[config.mk]
export PLATFORM = sky130hd
export DESIGN_NAME = link_keepalive_reconnect_fsm_core
export DESIGN_NICKNAME = d
export VERILOG_FILES = /design/src/hw/rtl/lkr_pkg.sv /design/src/hw/rtl/lkr_csr.sv /design/src/hw/rtl/lkr_engine.sv /design/src/hw/rtl/lkr_rsp_queue.sv /design/src/hw/rtl/link_keepalive_reconnect_fsm_core.sv
export SDC_FILE = /design/constraint.sdc
export NUM_CORES = 1
export LEC_CHECK = 0
export BUFFER_PORTS_ARGS = -buffer_cell sky130_fd_sc_hd__buf_2
export CAP_MARGIN = 20
export CORE_AREA = 2 2 251 253
export DETAILED_ROUTE_END_ITERATION = 12
export DIE_AREA = 0 0 253 255
export HOLD_SLACK_MARGIN = 0.06
export PLACE_DENSITY_LB_ADDON = 0.05
export SETUP_SLACK_MARGIN = 0.1
export SLEW_MARGIN = 20
export SYNTH_ARGS = -nofsm -noshare
export SYNTH_HDL_FRONTEND = slang
export SYNTH_HIERARCHICAL = 1
export SYNTH_SLANG_ARGS = --single-unit
[constraint.sdc]
create_clock -name clock -period 5.8 [get_ports clock]
set_input_delay 0.29 -clock clock [delete_from_list [all_inputs] [get_ports clock]]
set_output_delay 0.29 -clock clock [all_outputs]
set_load 0.02 [all_outputs]
[src/hw/rtl/lkr_pkg.sv]
// ----------------------------------------------------------------------------
// lkr_pkg
// Types and constants shared by the link keepalive/reconnect supervisor.
// ----------------------------------------------------------------------------
package lkr_pkg;

   typedef enum logic [2:0] {
      ST_DX = 3'd0,
      ST_RW = 3'd1,
      ST_CN = 3'd2,
      ST_UP = 3'd3,
      ST_PP = 3'd4
   } link_state_type;

   typedef enum logic [3:0] {
      NT_NONE       = 4'd0,
      NT_CONNECTING = 4'd1,
      NT_CONNECTED  = 4'd2,
      NT_RETRY      = 4'd3,
      NT_CANCELLED  = 4'd4,
      NT_CLOSED     = 4'd5,
      NT_LOST       = 4'd6,
      NT_PING       = 4'd7,
      NT_TIMEOUT    = 4'd8,
      NT_REJ_UP     = 4'd9,
      NT_REJ_BUSY   = 4'd10,
      NT_REJ_DOWN   = 4'd11,
      NT_IGNORED    = 4'd12
   } notice_type;

   localparam logic [2:0] KIND_CONNECT    = 3'd0;
   localparam logic [2:0] KIND_DISCONNECT = 3'd1;
   localparam logic [2:0] KIND_ATTEMPT    = 3'd2;
   localparam logic [2:0] KIND_BACKOFF    = 3'd3;
   localparam logic [2:0] KIND_READ       = 3'd4;

   localparam logic [1:0] RD_DATA    = 2'd0;
   localparam logic [1:0] RD_TIMEOUT = 2'd1;
   localparam logic [1:0] RD_CLOSED  = 2'd2;

   localparam logic [2:0] CSR_PING_FIRST     = 3'd0;
   localparam logic [2:0] CSR_PING_STEP      = 3'd1;
   localparam logic [2:0] CSR_PING_LIMIT     = 3'd2;
   localparam logic [2:0] CSR_BACKOFF_BASE   = 3'd3;
   localparam logic [2:0] CSR_BACKOFF_FACTOR = 3'd4;
   localparam logic [2:0] CSR_BACKOFF_MAX    = 3'd5;

   localparam logic [16:0] RST_PING_FIRST     = 17'd150;
   localparam logic [16:0] RST_PING_STEP      = 17'd5;
   localparam logic [16:0] RST_PING_LIMIT     = 17'd300;
   localparam logic [16:0] RST_BACKOFF_BASE   = 17'd4;
   localparam logic [5:0]  RST_BACKOFF_FACTOR = 6'd2;
   localparam logic [16:0] RST_BACKOFF_MAX    = 17'd86400;

   localparam int unsigned QUEUE_DEPTH = 4;
   localparam int unsigned QPTR_W      = $clog2(QUEUE_DEPTH);

   typedef struct packed {
      logic [2:0] kind;
      logic       attempt_ok;
      logic [1:0] read_outcome;
   } req_type;

   typedef struct packed {
      logic [2:0]  link_state;
      logic [3:0]  notice;
      logic [17:0] value;
      logic        link_up;
      logic        last;
   } rsp_type;

   typedef struct packed {
      logic [16:0] ping_first;
      logic [16:0] ping_step;
      logic [16:0] ping_limit;
      logic [16:0] backoff_base;
      logic [5:0]  backoff_factor;
      logic [16:0] backoff_max;
   } cfg_type;

   typedef struct packed {
      logic push;
      logic pair;
   } push_type;

endpackage

[src/hw/rtl/lkr_csr.sv]
// ----------------------------------------------------------------------------
// lkr_csr
// Configuration register file for the keepalive and backoff settings.
// ----------------------------------------------------------------------------
module lkr_csr
   import lkr_pkg::*;
(
   input  logic        clock,
   input  logic        reset,
   input  logic        csr_valid,
   output logic        csr_ready,
   input  logic [2:0]  csr_index,
   input  logic [16:0] csr_wdata,
   output cfg_type     cfg
);

   cfg_type cfg_ff;
   cfg_type cfg_in;

   assign csr_ready = 1'b1;
   assign cfg       = cfg_ff;

   always_comb begin
      cfg_in = cfg_ff;
      if (csr_valid) begin
         case (csr_index)
            CSR_PING_FIRST:     cfg_in.ping_first     = csr_wdata;
            CSR_PING_STEP:      cfg_in.ping_step      = csr_wdata;
            CSR_PING_LIMIT:     cfg_in.ping_limit     = csr_wdata;
            CSR_BACKOFF_BASE:   cfg_in.backoff_base   = csr_wdata;
            CSR_BACKOFF_FACTOR: cfg_in.backoff_factor = csr_wdata[5:0];
            CSR_BACKOFF_MAX:    cfg_in.backoff_max    = csr_wdata;
            default:            cfg_in = cfg_ff;
         endcase
      end
   end

   always_ff @(posedge clock) begin
      if (reset) begin
         cfg_ff.ping_first     <= RST_PING_FIRST;
         cfg_ff.ping_step      <= RST_PING_STEP;
         cfg_ff.ping_limit     <= RST_PING_LIMIT;
         cfg_ff.backoff_base   <= RST_BACKOFF_BASE;
         cfg_ff.backoff_factor <= RST_BACKOFF_FACTOR;
         cfg_ff.backoff_max    <= RST_BACKOFF_MAX;
      end else begin
         cfg_ff <= cfg_in;
      end
   end

endmodule

[src/hw/rtl/lkr_engine.sv]
// ----------------------------------------------------------------------------
// lkr_engine
// Input register, link state machine, silence counter and retry delay.
// ----------------------------------------------------------------------------
module lkr_engine
   import lkr_pkg::*;
(
   input  logic     clock,
   input  logic     reset,
   input  logic     req_valid,
   output logic     req_stall,
   input  req_type  req_data,
   input  cfg_type  cfg,
   input  logic     room,
   output push_type push,
   output rsp_type  rsp0,
   output rsp_type  rsp1
);

   logic           in_vld_ff, in_vld_in;
   req_type        in_req_ff, in_req_in;
   link_state_type state_ff, state_in;
   logic [17:0]    sil_ff, sil_in;
   logic [16:0]    dly_ff, dly_in;

   logic           proc;
   logic           accept;
   logic           pair;
   link_state_type ns;
   logic [22:0]    prod;
   logic [16:0]    dly_next;
   logic [18:0]    sil_sum;
   logic [17:0]    sil_next;

   assign proc      = in_vld_ff & room;
   assign req_stall = in_vld_ff & ~room;
   assign accept    = req_valid & ~req_stall;

   assign prod     = 23'(cfg.backoff_factor) * 23'(dly_ff);
   assign dly_next = (dly_ff == 17'd0) ? cfg.backoff_base :
                     (prod > 23'(cfg.backoff_max)) ? cfg.backoff_max : prod[16:0];
   assign sil_sum  = 19'(sil_ff) + 19'(cfg.ping_step);
   assign sil_next = (state_ff == ST_UP) ? 18'(cfg.ping_first) :
                     (sil_sum[18] ? {18{1'b1}} : sil_sum[17:0]);

   always_comb begin
      in_vld_in = in_vld_ff;
      in_req_in = in_req_ff;
      if (accept) begin
         in_vld_in = 1'b1;
         in_req_in = req_data;
      end else if (proc) begin
         in_vld_in = 1'b0;
      end
   end

   always_comb begin
      ns          = state_ff;
      sil_in      = sil_ff;
      dly_in      = dly_ff;
      pair        = 1'b0;
      rsp0        = '0;
      rsp0.notice = NT_IGNORED;
      rsp0.last   = 1'b1;
      case (in_req_ff.kind)
         KIND_CONNECT: begin
            if (state_ff inside {ST_DX, ST_RW}) begin
               ns          = ST_CN;
               rsp0.notice = NT_CONNECTING;
            end else if (state_ff == ST_CN) begin
               rsp0.notice = NT_REJ_BUSY;
            end else begin
               rsp0.notice = NT_REJ_UP;
            end
         end
         KIND_DISCONNECT: begin
            if (state_ff == ST_DX) begin
               rsp0.notice = NT_REJ_DOWN;
            end else if (state_ff inside {ST_RW, ST_CN}) begin
               ns          = ST_DX;
               rsp0.notice = NT_CANCELLED;
            end else begin
               ns          = ST_DX;
               rsp0.notice = NT_CLOSED;
            end
         end
         KIND_ATTEMPT: begin
            if (state_ff == ST_CN) begin
               if (in_req_ff.attempt_ok) begin
                  ns          = ST_UP;
                  dly_in      = '0;
                  rsp0.notice = NT_CONNECTED;
               end else begin
                  ns          = ST_RW;
                  dly_in      = dly_next;
                  rsp0.notice = NT_RETRY;
                  rsp0.value  = 18'(dly_next);
               end
            end
         end
         KIND_BACKOFF: begin
            if (state_ff == ST_RW) begin
               ns          = ST_CN;
               rsp0.notice = NT_CONNECTING;
            end
         end
         KIND_READ: begin
            if (state_ff inside {ST_UP, ST_PP}) begin
               case (in_req_ff.read_outcome)
                  RD_CLOSED: begin
                     ns          = ST_CN;
                     rsp0.notice = NT_LOST;
                  end
                  RD_DATA: begin
                     if (state_ff == ST_PP) begin
                        ns          = ST_UP;
                        sil_in      = '0;
                        rsp0.notice = NT_PING;
                     end else begin
                        rsp0.notice = NT_NONE;
                     end
                  end
                  RD_TIMEOUT: begin
                     sil_in      = sil_next;
                     rsp0.notice = NT_PING;
                     rsp0.value  = sil_next;
                     if (sil_next >= 18'(cfg.ping_limit)) begin
                        ns   = ST_CN;
                        pair = 1'b1;
                     end else begin
                        ns = ST_PP;
                     end
                  end
                  default: rsp0.notice = NT_IGNORED;
               endcase
            end
         end
         default: rsp0.notice = NT_IGNORED;
      endcase

      rsp1            = '0;
      rsp1.link_state = ST_CN;
      rsp1.notice     = NT_TIMEOUT;
      rsp1.value      = sil_next;
      rsp1.link_up    = 1'b0;
      rsp1.last       = 1'b1;

      if (pair) begin
         rsp0.link_state = ST_PP;
         rsp0.link_up    = 1'b1;
         rsp0.last       = 1'b0;
      end else begin
         rsp0.link_state = ns;
         rsp0.link_up    = (ns == ST_UP) || (ns == ST_PP);
      end

      state_in  = proc ? ns : state_ff;
      if (!proc) begin
         sil_in = sil_ff;
         dly_in = dly_ff;
      end
      push.push = proc;
      push.pair = proc & pair;
   end

   always_ff @(posedge clock) begin
      if (reset) begin
         state_ff <= ST_DX;
      end else begin
         state_ff <= state_in;
      end
   end

   always_ff @(posedge clock) begin
      if (reset) begin
         in_vld_ff <= 1'b0;
         sil_ff    <= '0;
         dly_ff    <= '0;
      end else begin
         in_vld_ff <= in_vld_in;
         sil_ff    <= sil_in;
         dly_ff    <= dly_in;
      end
   end

   always_ff @(posedge clock) begin
      in_req_ff <= in_req_in;
   end

endmodule

[src/hw/rtl/lkr_rsp_queue.sv]
// ----------------------------------------------------------------------------
// lkr_rsp_queue
// Small result queue taking one or two results per cycle, giving one unless stalled.
// ----------------------------------------------------------------------------
module lkr_rsp_queue
   import lkr_pkg::*;
(
   input  logic     clock,
   input  logic     reset,
   input  push_type push,
   input  rsp_type  rsp0,
   input  rsp_type  rsp1,
   output logic     room,
   output logic     rsp_valid,
   input  logic     rsp_stall,
   output rsp_type  rsp_data
);

   rsp_type             mem_ff [QUEUE_DEPTH];
   logic [QPTR_W-1:0]   wr_ptr_ff, wr_ptr_in;
   logic [QPTR_W-1:0]   rd_ptr_ff, rd_ptr_in;
   logic [QPTR_W:0]     cnt_ff, cnt_in;
   logic [QPTR_W-1:0]   wr_ptr_nx;
   logic                pop;
   logic [QPTR_W:0]     n_push;

   assign wr_ptr_nx = wr_ptr_ff + 1'b1;
   assign room      = cnt_ff <= (QPTR_W+1)'(QUEUE_DEPTH - 2);
   assign rsp_valid = cnt_ff != '0;
   assign rsp_data  = mem_ff[rd_ptr_ff];
   assign pop       = rsp_valid & ~rsp_stall;
   assign n_push    = push.pair ? (QPTR_W+1)'(2) :
                      (push.push ? (QPTR_W+1)'(1) : '0);

   always_comb begin
      wr_ptr_in = wr_ptr_ff + n_push[QPTR_W-1:0];
      rd_ptr_in = pop ? rd_ptr_ff + 1'b1 : rd_ptr_ff;
      cnt_in    = cnt_ff + n_push - (QPTR_W+1)'(pop);
   end

   always_ff @(posedge clock) begin
      if (reset) begin
         wr_ptr_ff <= '0;
         rd_ptr_ff <= '0;
         cnt_ff    <= '0;
      end else begin
         wr_ptr_ff <= wr_ptr_in;
         rd_ptr_ff <= rd_ptr_in;
         cnt_ff    <= cnt_in;
      end
   end

   always_ff @(posedge clock) begin
      if (push.push) begin
         mem_ff[wr_ptr_ff] <= rsp0;
      end
      if (push.pair) begin
         mem_ff[wr_ptr_nx] <= rsp1;
      end
   end

endmodule

[src/hw/rtl/link_keepalive_reconnect_fsm_core.sv]
// ----------------------------------------------------------------------------
// link_keepalive_reconnect_fsm_core
// Link supervisor: connect/retry backoff, keepalive silence tracking.
// ----------------------------------------------------------------------------
// Usage:
//   req_*  : one event per transaction (kind, attempt_ok, read_outcome).
//   rsp_*  : one or two results per event; last marks the final one.
//            A read timeout that reaches ping_limit gives a ping result
//            followed by a timeout result.
//   csr_*  : register writes, always ready; write only while idle.
// Path: an accepted event waits in the input register, where the state is
//   updated, and its results go through the result queue to rsp_*.
// Throughput: one event per cycle while the result queue has room;
//   each result of a two-result event takes its own turn on the result port.
// Reset: state goes to disconnected, silence count and retry delay to zero,
//   registers to their defaults, result queue empties.
// Stall: results wait in a four-entry queue; once it cannot take two more,
//   the input register holds its event and req_stall rises.
// ----------------------------------------------------------------------------
module link_keepalive_reconnect_fsm_core
   import lkr_pkg::*;
(
   input  logic        clock,
   input  logic        reset,
   input  logic        req_valid,
   output logic        req_stall,
   input  req_type     req_data,
   output logic        rsp_valid,
   input  logic        rsp_stall,
   output rsp_type     rsp_data,
   input  logic        csr_valid,
   output logic        csr_ready,
   input  logic [2:0]  csr_index,
   input  logic [16:0] csr_wdata
);

   cfg_type  cfg;
   push_type push;
   rsp_type  rsp0;
   rsp_type  rsp1;
   logic     room;

   lkr_csr u_csr (
      .clock     (clock),
      .reset     (reset),
      .csr_valid (csr_valid),
      .csr_ready (csr_ready),
      .csr_index (csr_index),
      .csr_wdata (csr_wdata),
      .cfg       (cfg)
   );

   lkr_engine u_engine (
      .clock     (clock),
      .reset     (reset),
      .req_valid (req_valid),
      .req_stall (req_stall),
      .req_data  (req_data),
      .cfg       (cfg),
      .room      (room),
      .push      (push),
      .rsp0      (rsp0),
      .rsp1      (rsp1)
   );

   lkr_rsp_queue u_queue (
      .clock     (clock),
      .reset     (reset),
      .push      (push),
      .rsp0      (rsp0),
      .rsp1      (rsp1),
      .room      (room),
      .rsp_valid (rsp_valid),
      .rsp_stall (rsp_stall),
      .rsp_data  (rsp_data)
   );

endmodule

# Yosys cells after proc, flatten, opt, wreduce, memory -nomap -nowiden
# Memory sizes are Yosys's and may differ from the RTL's. A register that Yosys moved wholly into a read port is not among the register bits.
# Cells that the tools add are included.
# Widths: inputs -> output; s select.
[totals] ff_bits=143 ram_bits=108 in_bits=31 out_inout_bits=30 elab_cells=121 mem_count=1
[op_classes] addsub=6 multipliers=1 order_cmp=3 n_eq_ne=18 muxes=48 bitwise=8 n_reduce_logical=20
[mem_list] memory="u_queue.mem_ff" words=4 word_bits=27 read_ports=1 rd_ports_with_merged_regs=1 wr=2 line_no="lkr_rsp_queue.sv:19" source="rsp_type mem_ff [QUEUE_DEPTH];"
[ops] cell="$mux 18" count=4
[ops] cell="$pmux 18 s2" count=2
[ops] cell="$mux 17" count=4
[ops] cell="$mux 22" count=2
[ops] cell="$mux 3" count=10
[ops] cell="$gt 23x17->1" count=1
[ops] cell="$mul 6x17->23" count=1
[ops] cell="$eq 3x2->1 const B" count=7
[ops] cell="$pmux 4 s5" count=1
[ops] cell="$add 18x17->19" count=1
[ops] cell="$ge 18x17->1" count=1
[ops] cell="$logic_not 17->1" count=1
[ops] cell="$eq 3x3->1 const B" count=5
[ops] cell="$mux 1" count=15
[ops] cell="$pmux 3 s5" count=1
[ops] cell="$mux 4" count=3
[ops] cell="$pmux 4 s3" count=1
[ops] cell="$reduce_and 2->1" count=6
[ops] cell="$reduce_bool 2->1" count=5
[ops] cell="$eq 3x1->1 const B" count=3
[ops] cell="$logic_not 3->1" count=3
[ops] cell="$pmux 3 s3" count=1
[ops] cell="$mux 2" count=4
[ops] cell="$and 1x1->1" count=5
[ops] cell="14 further kinds" count=17

# Depth between registers and ports, before layout
# Gate-level depths: netlist of the first run.
[logic_depth] depth_word=12 ltp_mapped=29 depth_no_buf=27

# Hierarchy
# Netlist of the first run, hierarchy kept.
[modules_own_cells] mod="lkr_engine" n_inst=1 cells_each=995 area_per_inst_um2=7861.3
[modules_own_cells] mod="lkr_rsp_queue" n_inst=1 cells_each=316 area_per_inst_um2=5703.0
[modules_own_cells] mod="lkr_csr" n_inst=1 cells_each=337 area_per_inst_um2=3653.5

# Worst setup path before layout of the first run
# No wires, ideal clock.
[synth_path] kind="register to register" start="register u_csr.cfg_ff (netlist bit u_csr/cfg[22])" end="memory u_queue/mem_ff[0][6] in the netlist's numbering, data pin" arrival_ns=6.109 required_time_ns=5.540 path_slack_ns=-0.569 path_stages_with_launch=25 n_path_buf=2 path_cell_list="dfxtp_1 > clkbuf_1 > and2_1 > fa_1 > fa_1 > inv_1 > fa_1 > inv_1 > ha_1 > a21oi_1 > o211ai_2 > a41oi_4 > o21ai_0 > xor2_1 > ha_1 > a2111oi_0 > o21ai_0 > a22oi_1 > a21oi_1 > a2111oi_2 > and3_4 > buf_12 > mux2i_1 > a221o_1 > mux2_2"
[synth_lines] item="from (decl)" line_no="lkr_csr.sv:17" source="cfg_type cfg_ff;"
[synth_lines] item="from (signal assigned)" line_no="lkr_csr.sv:47" source="cfg_ff <= cfg_in;"
[synth_lines] item="to (decl)" line_no="lkr_rsp_queue.sv:19"

==> impl_metrics.toml, run 1 <==
[status]
outcome = "finished with violations"
violations = "negative setup slack"

[synthesis]
syn_inst = 1648
netlist_area_sq_um = 17220
synthTopCellsByArea = "edfxtp_1, dfxtp_1, fa_1, mux2_2, ha_1"
netlist-cell-type-count = 88
postSynthAreaPerCell_sq_um = 10.45
yosysWarnings = 6
yosysTopAreaCellShare_pct = 19.88
synth_ff_type = "dfxtp_1"
synth_top_cell_by_area = "edfxtp_1"
synth-edff-count = 114
ys_seq_elements = 253
async_flop_share_pct = 0
yosysSeqAreaShare_pct = 36.04

[die]
io_pins = 61
core_area_sq_um = 62160
dieArea_sq_um = 64520
dieWidth_um = 253
rows = 92
initial_core_util_pct = 27.70
fp.dieH_um = 255

[final_layout]
syn_to_final_growth_pct = 28.77
final_cell_area_sq_um = 22170
final_common_cell = "buf_4"
layout-drive-gt1-share_pct = 32.08
stdcell_count = 2710
fin_nets = 2068
mostFrequentLayoutCells = "buf_4, inv_1, dfxtp_1"
antenna_cells = 0

[worst_setup_path]
worst-path-max-fanout = 8
cp.required_ns = 6.27
critical_path_class = "reg -> reg"
end_kind = "flop"
worst-path-buf-inv = 7
worstSetupStartpointType = "flop"
worst_ep_arrival_time_ns = 6.81
crit_family = "adder cells"
worst_path_largest_cell_delay_ns = 0.53
cp_slowest_cell = "fa_1"

[clocking]
cts_tree = "done"
clock-root-buffer = "clkbuf_16"
cts_sinks = 253
cts-htree-levels = 1
clockBufferDepth = 3
numCtsBuffers = 31
worst_setup_hold_path_clk_slew_ns = 0.06
clk_latency_ns = 0.61

[route]
viasPerCell = 4.847
wl_met1_um = 28650
drcViolationCount = 0
drt_iter0_markers = 654
ant_nets = 0
vias = 13140
met3WireLength_um = 1794
totalWireLength_um = 59560
maxUsedRoutingLayer = "met4"
wl_per_cell_um = 21.98
route.met2.wl_um = 28120
drt_pre_antenna_iters = 7

[placed_design]
portBuffers = 59
dpl.hpwl_um = 44740
dp.cells = 2604
placed_cell_area_sq_um = 19810
gp_congestion = 0.8059

[global_route]
antenna_found_initial = 1
gr-total-overflow = 0
grt_pass1_wl_um = 88920
grt_usage_pct = 18.58
grt_max_degree = 49
grt_pass1_vias = 13520

[timing]
finalSetupViolations = 79
tightestPinTransition_ns = 1.069
min_period_over_period_pct = 109.2
finClkSkew_ns = 0.01239
fin_crit_ns = 6.336
rsz0062_at_grt = "yes"
drv_slew = 0
finalHoldViolCount = 0
fmax_mhz = 157.8
setup_ws_ns = -0.5361
max_slew_margin_pct = 28.75

[power]
ir_worst_vdd_mv = 0.2660
power_density_nw_per_um2 = 212.4
p_leak_nw = 9.310

[run]
cap_violations = 0

[hold_path]
hold_path_class = "in -> reg"
sequential cells by signal, summed over array words and instances, names as in the netlist, named ones only:
name,count
u_engine/in_req_ff,6
u_engine/dly_ff,17
u_queue/rd_ptr_ff,2
u_engine/sil_ff,18
u_csr/cfg,91
u_queue/mem_ff,108
u_queue/cnt_ff,3
u_queue/wr_ptr_ff,2
u_engine/state_ff,3
u_engine/in_vld_ff,1
through the flow:
| stage | power (mW) | worst slack, ns | hold WS [ns] | TNS, ns | util, % |
|---|---|---|---|---|---|
| floorplan | 2.573 | -0.2472 | 0.3889 | -11.78 | - |
| global placement | 2.881 | -0.9904 | 0.4503 | -66.05 | 31.86 |
| detailed placement | 2.879 | -0.9892 | 0.4503 | -65.67 | 31.87 |
| CTS | 4.785 | -0.5463 | 0.07988 | -32.39 | 34.94 |
| global route | 4.936 | -0.7417 | 0.1296 | -52.82 | 35.67 |
| finish | 4.710 | -0.5361 | 0.09978 | -33.87 | 35.67 |
layout make-up:
class | instances | area [sq um]
Multi-Input combinational cell | 1172 | 11100
Sequential cell | 253 | 6240
Inverter | 140 | 525.5
Clock buffer | 47 | 855.8
Clock inverter | 9 | 88.84
Timing Repair Buffer | 290 | 2364
Fill cell | 6304 | 39990
Tap cell | 799 | 999.7
final timing paths:
path / startpoint / end / slack, ns / cells after the start
max: u_csr/cfg[17]$_SDFFE_PP0P_ / u_queue/mem_ff[2][7]$_DFFE_PP_ / -0.54 / 27
min: csr_wdata[0] / u_csr/cfg[57]$_SDFFE_PP1P_ / 0.1 / 3
min reg2reg: u_engine/sil_ff[16]$_SDFFE_PP0P_ / u_engine/sil_ff[16]$_SDFFE_PP0P_ / 0.46 / 2
max reg2reg: u_csr/cfg[17]$_SDFFE_PP0P_ / u_queue/mem_ff[2][7]$_DFFE_PP_ / -0.54 / 27
power by group:
part           internal, mW  leakage (nW)  switching (mW)
logic                 0.336          6.74           0.497
registers              1.95          2.11          0.0555
clock network          1.06         0.456           0.811
total                  3.35          9.31            1.36
cell usage after synthesis (14+ instances only):
master	number
nand2_1	61
fa_1	63
nand2b_1	101
nor2_1	94
mux2_2	108
o211ai_1	14
clkbuf_1	47
mux2i_1	105
nand3_1	19
a22oi_1	30
nor2b_1	14
a21oi_1	54
a31oi_1	15
buf_2	14
and2_1	89
a21o_1	28
ha_1	86
inv_1	138
o21ai_0	61
dfxtp_1	139
mux4_2	27
buf_4	19
xnor2_1	19
edfxtp_1	114
kinds of logic (layout without fill, tap and decap cells):
group | Yosys count | count (layout) | share of synthesized area, %
AO/OA/AOI/OAI | 291 | 291 | 11.57
XOR/XNOR | 29 | 29 | 1.475
AND/OR/NAND/NOR | 452 | 452 | 14.61
other | 3 | 10 | 0.06540
flip-flops | 253 | 253 | 36.04
buffers and inverters | 230 | 486 | 5.893
multiplexers | 241 | 241 | 16.76
adder cells (fa/ha/maj) | 149 | 149 | 13.57
metal layers:
metal / global-route usage (%) / up-vias
li1: - / 6333
met1: 25.85 / 6571
met2: 31.19 / 179
met3: 2.207 / 52
met4: 3.550 / 0
met5: 0 / -
what timing repair did:
action	CTS	global route
gates cloned	1	0
setup buffers	20	13
hold buffers	18	0
resized for setup	146	78
hold endpoints to repair	21	0
pin swaps	43	24
endpoints found under the setup margin	86	86
worst register-to-register path, stage by stage, from the launching register on:
cell	delay, ns
dfxtp_4	0.39
buf_6	0.14
and2_4	0.16
fa_1	0.50
fa_1	0.50
inv_1	0.06
fa_1	0.53
inv_2	0.05
ha_4	0.18
a21oi_4	0.15
o211ai_2	0.14
a41oi_4	0.28
o21ai_2	0.08
xor2_1	0.16
ha_1	0.36
buf_6	0.12
nand4_1	0.07
or3_4	0.38
a221o_1	0.28
a21oi_2	0.19
a2111oi_4	0.06
and3_4	0.19
buf_4	0.14
buf_12	0.13
buf_6	0.12
o211a_4	0.23
o31ai_4	0.39
mux2_4	0.23
No activity file was read; power rests on OpenSTA's default activity.
==> run 2, diff against run 1 <==
Settings changed: BUFFER_PORTS_ARGS -buffer_cell sky130_fd_sc_hd__buf_2 to not set, DONT_BUFFER_PORTS set to 1, SLEW_MARGIN 20 to not set.
==> impl_metrics.toml, run 2 (synthesized netlist as in run 1, its figures left out) <==
[placed_design]
placed_cell_area_sq_um = 19510
dpl.hpwl_um = 44720
gp_congestion = 0.7864
portBuffers = 0

[clocking]
cts_sinks = 253
worst_setup_hold_path_clk_slew_ns = 0.06
clk_latency_ns = 0.54
clockBufferDepth = 3
cts-htree-levels = 2
cts_tree = "done"
clock-root-buffer = "clkbuf_16"
numCtsBuffers = 35

[route]
viasPerCell = 4.898
drcViolationCount = 0
totalWireLength_um = 61280
drt_pre_antenna_iters = 5
wl_per_cell_um = 22.98
vias = 13060
ant_nets = 0
drt_iter0_markers = 695

[worst_setup_path]
worstSetupStartpoint = "u_csr/cfg[20]$_SDFFE_PP0P_"
cp_slowest_cell = "fa_1"
worst-path-max-fanout = 7
end_kind = "flop"
worst_path_largest_cell_delay_ns = 0.51
reg2reg_depth = 25
crit_end = "u_queue/mem_ff[1][6]$_DFFE_PP_"
crit_family = "adder cells"
crit_cells = 25
worst-path-buf-inv = 5
worst_ep_arrival_time_ns = 6.62
r2r-start = "u_csr/cfg[20]$_SDFFE_PP0P_"
crit_top_cell = "fa_1"
r2r_end = "u_queue/mem_ff[1][6]$_DFFE_PP_"
critical_path_class = "reg -> reg"
worstSetupStartpointType = "flop"
cp.required_ns = 6.08
r2r_setup_slack_ns = -0.53

[timing]
fin_crit_ns = 6.335
max_slew_margin_pct = 22.78
tightestPinTransition_ns = 1.155
setup_ws_ns = -0.5348
fmax_mhz = 157.9
finalSetupViolations = 72
finalHoldViolCount = 0
rsz0062_at_grt = "yes"
min_period_over_period_pct = 109.2
drv_slew = 0
finClkSkew_ns = 0.02464

[global_route]
grt_max_degree = 131
grt_pass1_wl_um = 91470
gr-total-overflow = 0
antenna_found_initial = 1
grt_usage_pct = 19.18
grt_pass1_vias = 13550

[final_layout]
final_cell_area_sq_um = 21900
layout-drive-gt1-share_pct = 30.12
syn_to_final_growth_pct = 27.19
regMostFlops = "u_queue/mem_ff"
fin_nets = 2023
final_common_cell = "buf_4"
fin_util_pct = 35.23
mostFrequentLayoutCells = "buf_4, inv_1, dfxtp_1"
fillers = 6297
largest_reg_flops = 108

[status]
violations = "negative setup slack"
outcome = "finished with violations"

[die]
initial_core_util_pct = 27.70
io_pins = 61
core_area_sq_um = 62160
rows = 92
dieArea_sq_um = 64520
fp.dieH_um = 255
dieWidth_um = 253

[power]
ir_worst_vdd_mv = 0.1893
power_density_nw_per_um2 = 220.8
p_leak_nw = 9.140

[hold_path]
hold_path_startpoint = "reset"
hold_path_class = "in -> reg"

[run]
cap_violations = 0
run 2: changes by cell type in the layout (fill, tap and decap cells not counted), sizes merged:
| cell | change |
|---|---|
| inv | -1 |
| diode | +1 |
| clkbuf | +2 |
| buf | -57 |
| clkinv | +4 |
| dlygate4sd3 | +7 |
run 2: what timing repair did:
item	in CTS	in global routing
buffers inserted	25	9
hold buffers	26	0
setup endpoints to repair	90	86
pin swaps	41	31
hold endpoints to repair	124	0
resized for setup	126	86
run 2: metal layers:
layer / part of all wire [%] / global-route usage (%) / routed length [um] / vias up
li1: - / - / - / 6241
met5: 0 / 0 / 0 / -
met2: 46 / 30.88 / 28240 / 216
met3: 3.4 / 2.400 / 2077 / 81
met4: 2.5 / 4.886 / 1509 / 0
met1: 48 / 27.20 / 29450 / 6520
run 2: report_power, final:
| group | switching (mW) | internal (mW) | leakage (nW) |
|---|---|---|---|
| registers | 0.0545 | 1.95 | 2.12 |
| clock network | 0.849 | 1.20 | 0.515 |
| logic | 0.486 | 0.298 | 6.51 |
run 2: worst min path at each step:
stage | end | slack [ns] | cells after the start
after floorplan | u_engine/in_req_ff[0]$_DFFE_PP_ | 0.39 | 0
after global placement | flop | 0.38 | 1
after detailed placement | flop | 0.39 | 1
after CTS | u_csr/cfg[18]$_SDFFE_PP1P_ | 0.08 | 2
after global routing | u_csr/cfg[82]$_SDFFE_PP0P_ | 0.10 | 2
final | u_csr/cfg[41]$_SDFFE_PP0P_ | 0.11 | 2
run 2: area by class of cell:
cell class | instances | area (sq um) | share of cell area, %
Antenna cell | 1 | 2.502 | 0.01143
Clock buffer | 48 | 954.7 | 4.360
Clock inverter | 12 | 108.9 | 0.4971
Inverter | 140 | 525.5 | 2.400
Multi-Input combinational cell | 1172 | 10960 | 50.05
Sequential cell | 253 | 6250 | 28.54
Tap cell | 799 | 999.7 | 4.565
Timing Repair Buffer | 241 | 2098 | 9.582
run 2: per-stage QoR:
stage / instances / setup slack (ns) / power [mW] / hold WS [ns] / setup TNS (ns)
after floorplan: 1655 / -0.2472 / 2.573 / 0.3889 / -11.78
after global placement: 2549 / -0.8752 / 2.793 / 0.3762 / -56.99
after detailed placement: 2549 / -0.9334 / 2.795 / 0.3882 / -57.87
after CTS: 2660 / -0.4820 / 4.914 / 0.07810 / -28.06
after global routing: 2665 / -0.7356 / 5.050 / 0.1041 / -47.30
final: 2666 / -0.5348 / 4.836 / 0.1139 / -28.37
==> run 3, diff against run 2 <==
Settings changed: CORE_AREA 2 2 251 253 to 2 2 174 176, DIE_AREA 0 0 253 255 to 0 0 176 178.
==> impl_metrics.toml, run 3 (synthesized netlist as in run 1, its figures left out) <==
[worst_setup_path]
cp.required_ns = 6.09
r2r_end = "u_queue/mem_ff[1][18]$_DFFE_PP_"
r2r_setup_slack_ns = -0.57
reg2reg_depth = 25
end_kind = "flop"
worstSetupStartpoint = "u_csr/cfg[17]$_SDFFE_PP0P_"
worstSetupStartpointType = "flop"
crit_end = "u_queue/mem_ff[1][18]$_DFFE_PP_"
r2r-start = "u_csr/cfg[17]$_SDFFE_PP0P_"
worst_ep_arrival_time_ns = 6.66
worst-path-max-fanout = 7
critical_path_class = "reg -> reg"

[power]
power_density_nw_per_um2 = 213.4
switching_share_pct = 28.11
total_power_mw = 4.438
ir_worst_vdd_mv = 0.2235
internal_power_mw = 3.190
p_leak_nw = 8.867
switchingPower_mw = 1.247
pwr-share-clk_pct = 37.6
combinationalPowerShare_pct = 16.6
p_seq_share_pct = 45.8

[final_layout]
fin_util_pct = 70.72
largest_reg_flops = 108
regArea_sq_um = 6233
layout-drive-gt1-share_pct = 27.75
final_common_cell = "buf_4"
fin_nets = 1978
syn_to_final_growth_pct = 20.77
mostFrequentLayoutCells = "buf_4, inv_1, dfxtp_1"
multi_input_area_sq_um = 10880
regMostFlops = "u_queue/mem_ff"
fillers = 2135
stdcell_count = 2212

[clocking]
cts_tree = "done"
clock-root-buffer = "clkbuf_16"
clk_latency_ns = 0.54
numCtsBuffers = 28
cts-htree-levels = 1
cts_sinks = 253
clockBufferDepth = 3
worst_setup_hold_path_clk_slew_ns = 0.06

[global_route]
grt_usage_pct = 31.84
grt_max_degree = 135
grt_pass1_wl_um = 76450
antenna_found_initial = 2
gr-total-overflow = 0
grt_pass1_vias = 13400

[route]
drcViolationCount = 0
drt_iter0_markers = 1242
viasPerCell = 6.106
drt_pre_antenna_iters = 7
vias = 13510
ant_nets = 0
totalWireLength_um = 50110
wl_per_cell_um = 22.65

[timing]
min_period_over_period_pct = 109.8
fin_crit_ns = 6.371
finalHoldViolCount = 0
tightestPinTransition_ns = 0.9125
fmax_mhz = 157.0
max_slew_margin_pct = 39.10
finalSetupViolations = 78
rsz0062_at_grt = "yes"
setup_ws_ns = -0.5705
drv_slew = 0
finClkSkew_ns = 0.009267

[die]
dieWidth_um = 176
rows = 63
fp.dieH_um = 178
dieArea_sq_um = 31330
initial_core_util_pct = 58.56
core_area_sq_um = 29400
io_pins = 61

[placed_design]
post-place-ws_ns = -0.6941
portBuffers = 0
dpl.hpwl_um = 35390
dp.cells = 2096
gp_congestion = 0.9426

[status]
outcome = "finished with violations"
violations = "negative setup slack"

[run]
cap_violations = 0

[hold_path]
hold_path_class = "in -> reg"
run 3: area by class of cell:
type / count / area share, %
Clock inverter: 16 / 0.3911
Inverter: 140 / 2.527
Timing Repair Buffer: 203 / 8.707
Antenna cell: 2 / 0.02407
Clock buffer: 36 / 3.719
Sequential cell: 253 / 29.98
Tap cell: 390 / 2.347
Multi-Input combinational cell: 1172 / 52.31
run 3: timing repair:
action	4_1_cts	5_1_grt
pin swaps	28	25
setup endpoints to repair	86	117
setup buffers	22	12
cloned	0	0
hold buffers	27	0
endpoints found under the hold margin	128	0
resized for setup	109	73
run 3: per-layer routing:
| layer | part of all wire [%] | track usage [%] | vias up |
|---|---|---|---|
| met4 | 3.5 | 9.780 | 0 |
| met1 | 43 | 44.64 | 6672 |
| met2 | 46 | 51.46 | 569 |
| li1 | - | - | 6159 |
| met3 | 7.3 | 4.582 | 107 |
| met5 | 0 | 0 | - |
run 3: per-stage QoR:
step | hold slack, ns | cell area, sq um | TNS, ns
2_1_floorplan | 0.3889 | 17510 | -11.78
3_3_place_gp | 0.3636 | 18640 | -34.05
3_5_place_dp | 0.3637 | 18640 | -40.88
4_1_cts | 0.06698 | 20400 | -20.73
5_1_grt | 0.07426 | 20790 | -46.53
6_report | 0.07526 | 20790 | -33.70
run 3: power by group through the flow:
stage | Sequential [mW] | Combinational, mW | Clock, mW
6_report | 2.03 | 0.737 | 1.67
5_1_grt | 2.04 | 0.790 | 1.75
4_1_cts | 2.06 | 0.669 | 1.69
3_5_place_dp | 2.10 | 0.630 | 0
3_3_place_gp | 2.09 | 0.618 | 0
2_1_floorplan | 2.02 | 0.553 | 0
run 3: worst min-delay path by stage:
stage	start	endpoint	slack, ns	depth (start not counted)
4_1_cts	csr_wdata[8]	u_csr/cfg[31]$_SDFFE_PP0P_	0.07	2
6_report	csr_wdata[8]	u_csr/cfg[31]$_SDFFE_PP0P_	0.08	2
3_5_place_dp	reset	flop	0.36	1
2_1_floorplan	req_data[0]	u_engine/in_req_ff[0]$_DFFE_PP_	0.39	0
3_3_place_gp	reset	flop	0.36	1
5_1_grt	csr_wdata[8]	u_csr/cfg[31]$_SDFFE_PP0P_	0.07	2
run 3: critical path: stages, from the launching register on:
cell and delay [ns]:
dfxtp_4 0.37, buf_8 0.14, buf_12 0.12, buf_4 0.15, and2_1 0.16, fa_1 0.50
inv_1 0.06, fa_1 0.48, inv_1 0.06, fa_1 0.59, ha_4 0.23, a21oi_4 0.18
o21ai_2 0.08, xor2_1 0.18, ha_1 0.38, buf_6 0.13, nand4_1 0.08, or3_4 0.37
a221o_1 0.30, a21oi_2 0.22, a2111oi_4 0.06, and3_4 0.24, buf_8 0.15, a211o_1 0.28
a32o_2 0.32, mux2_2 0.28
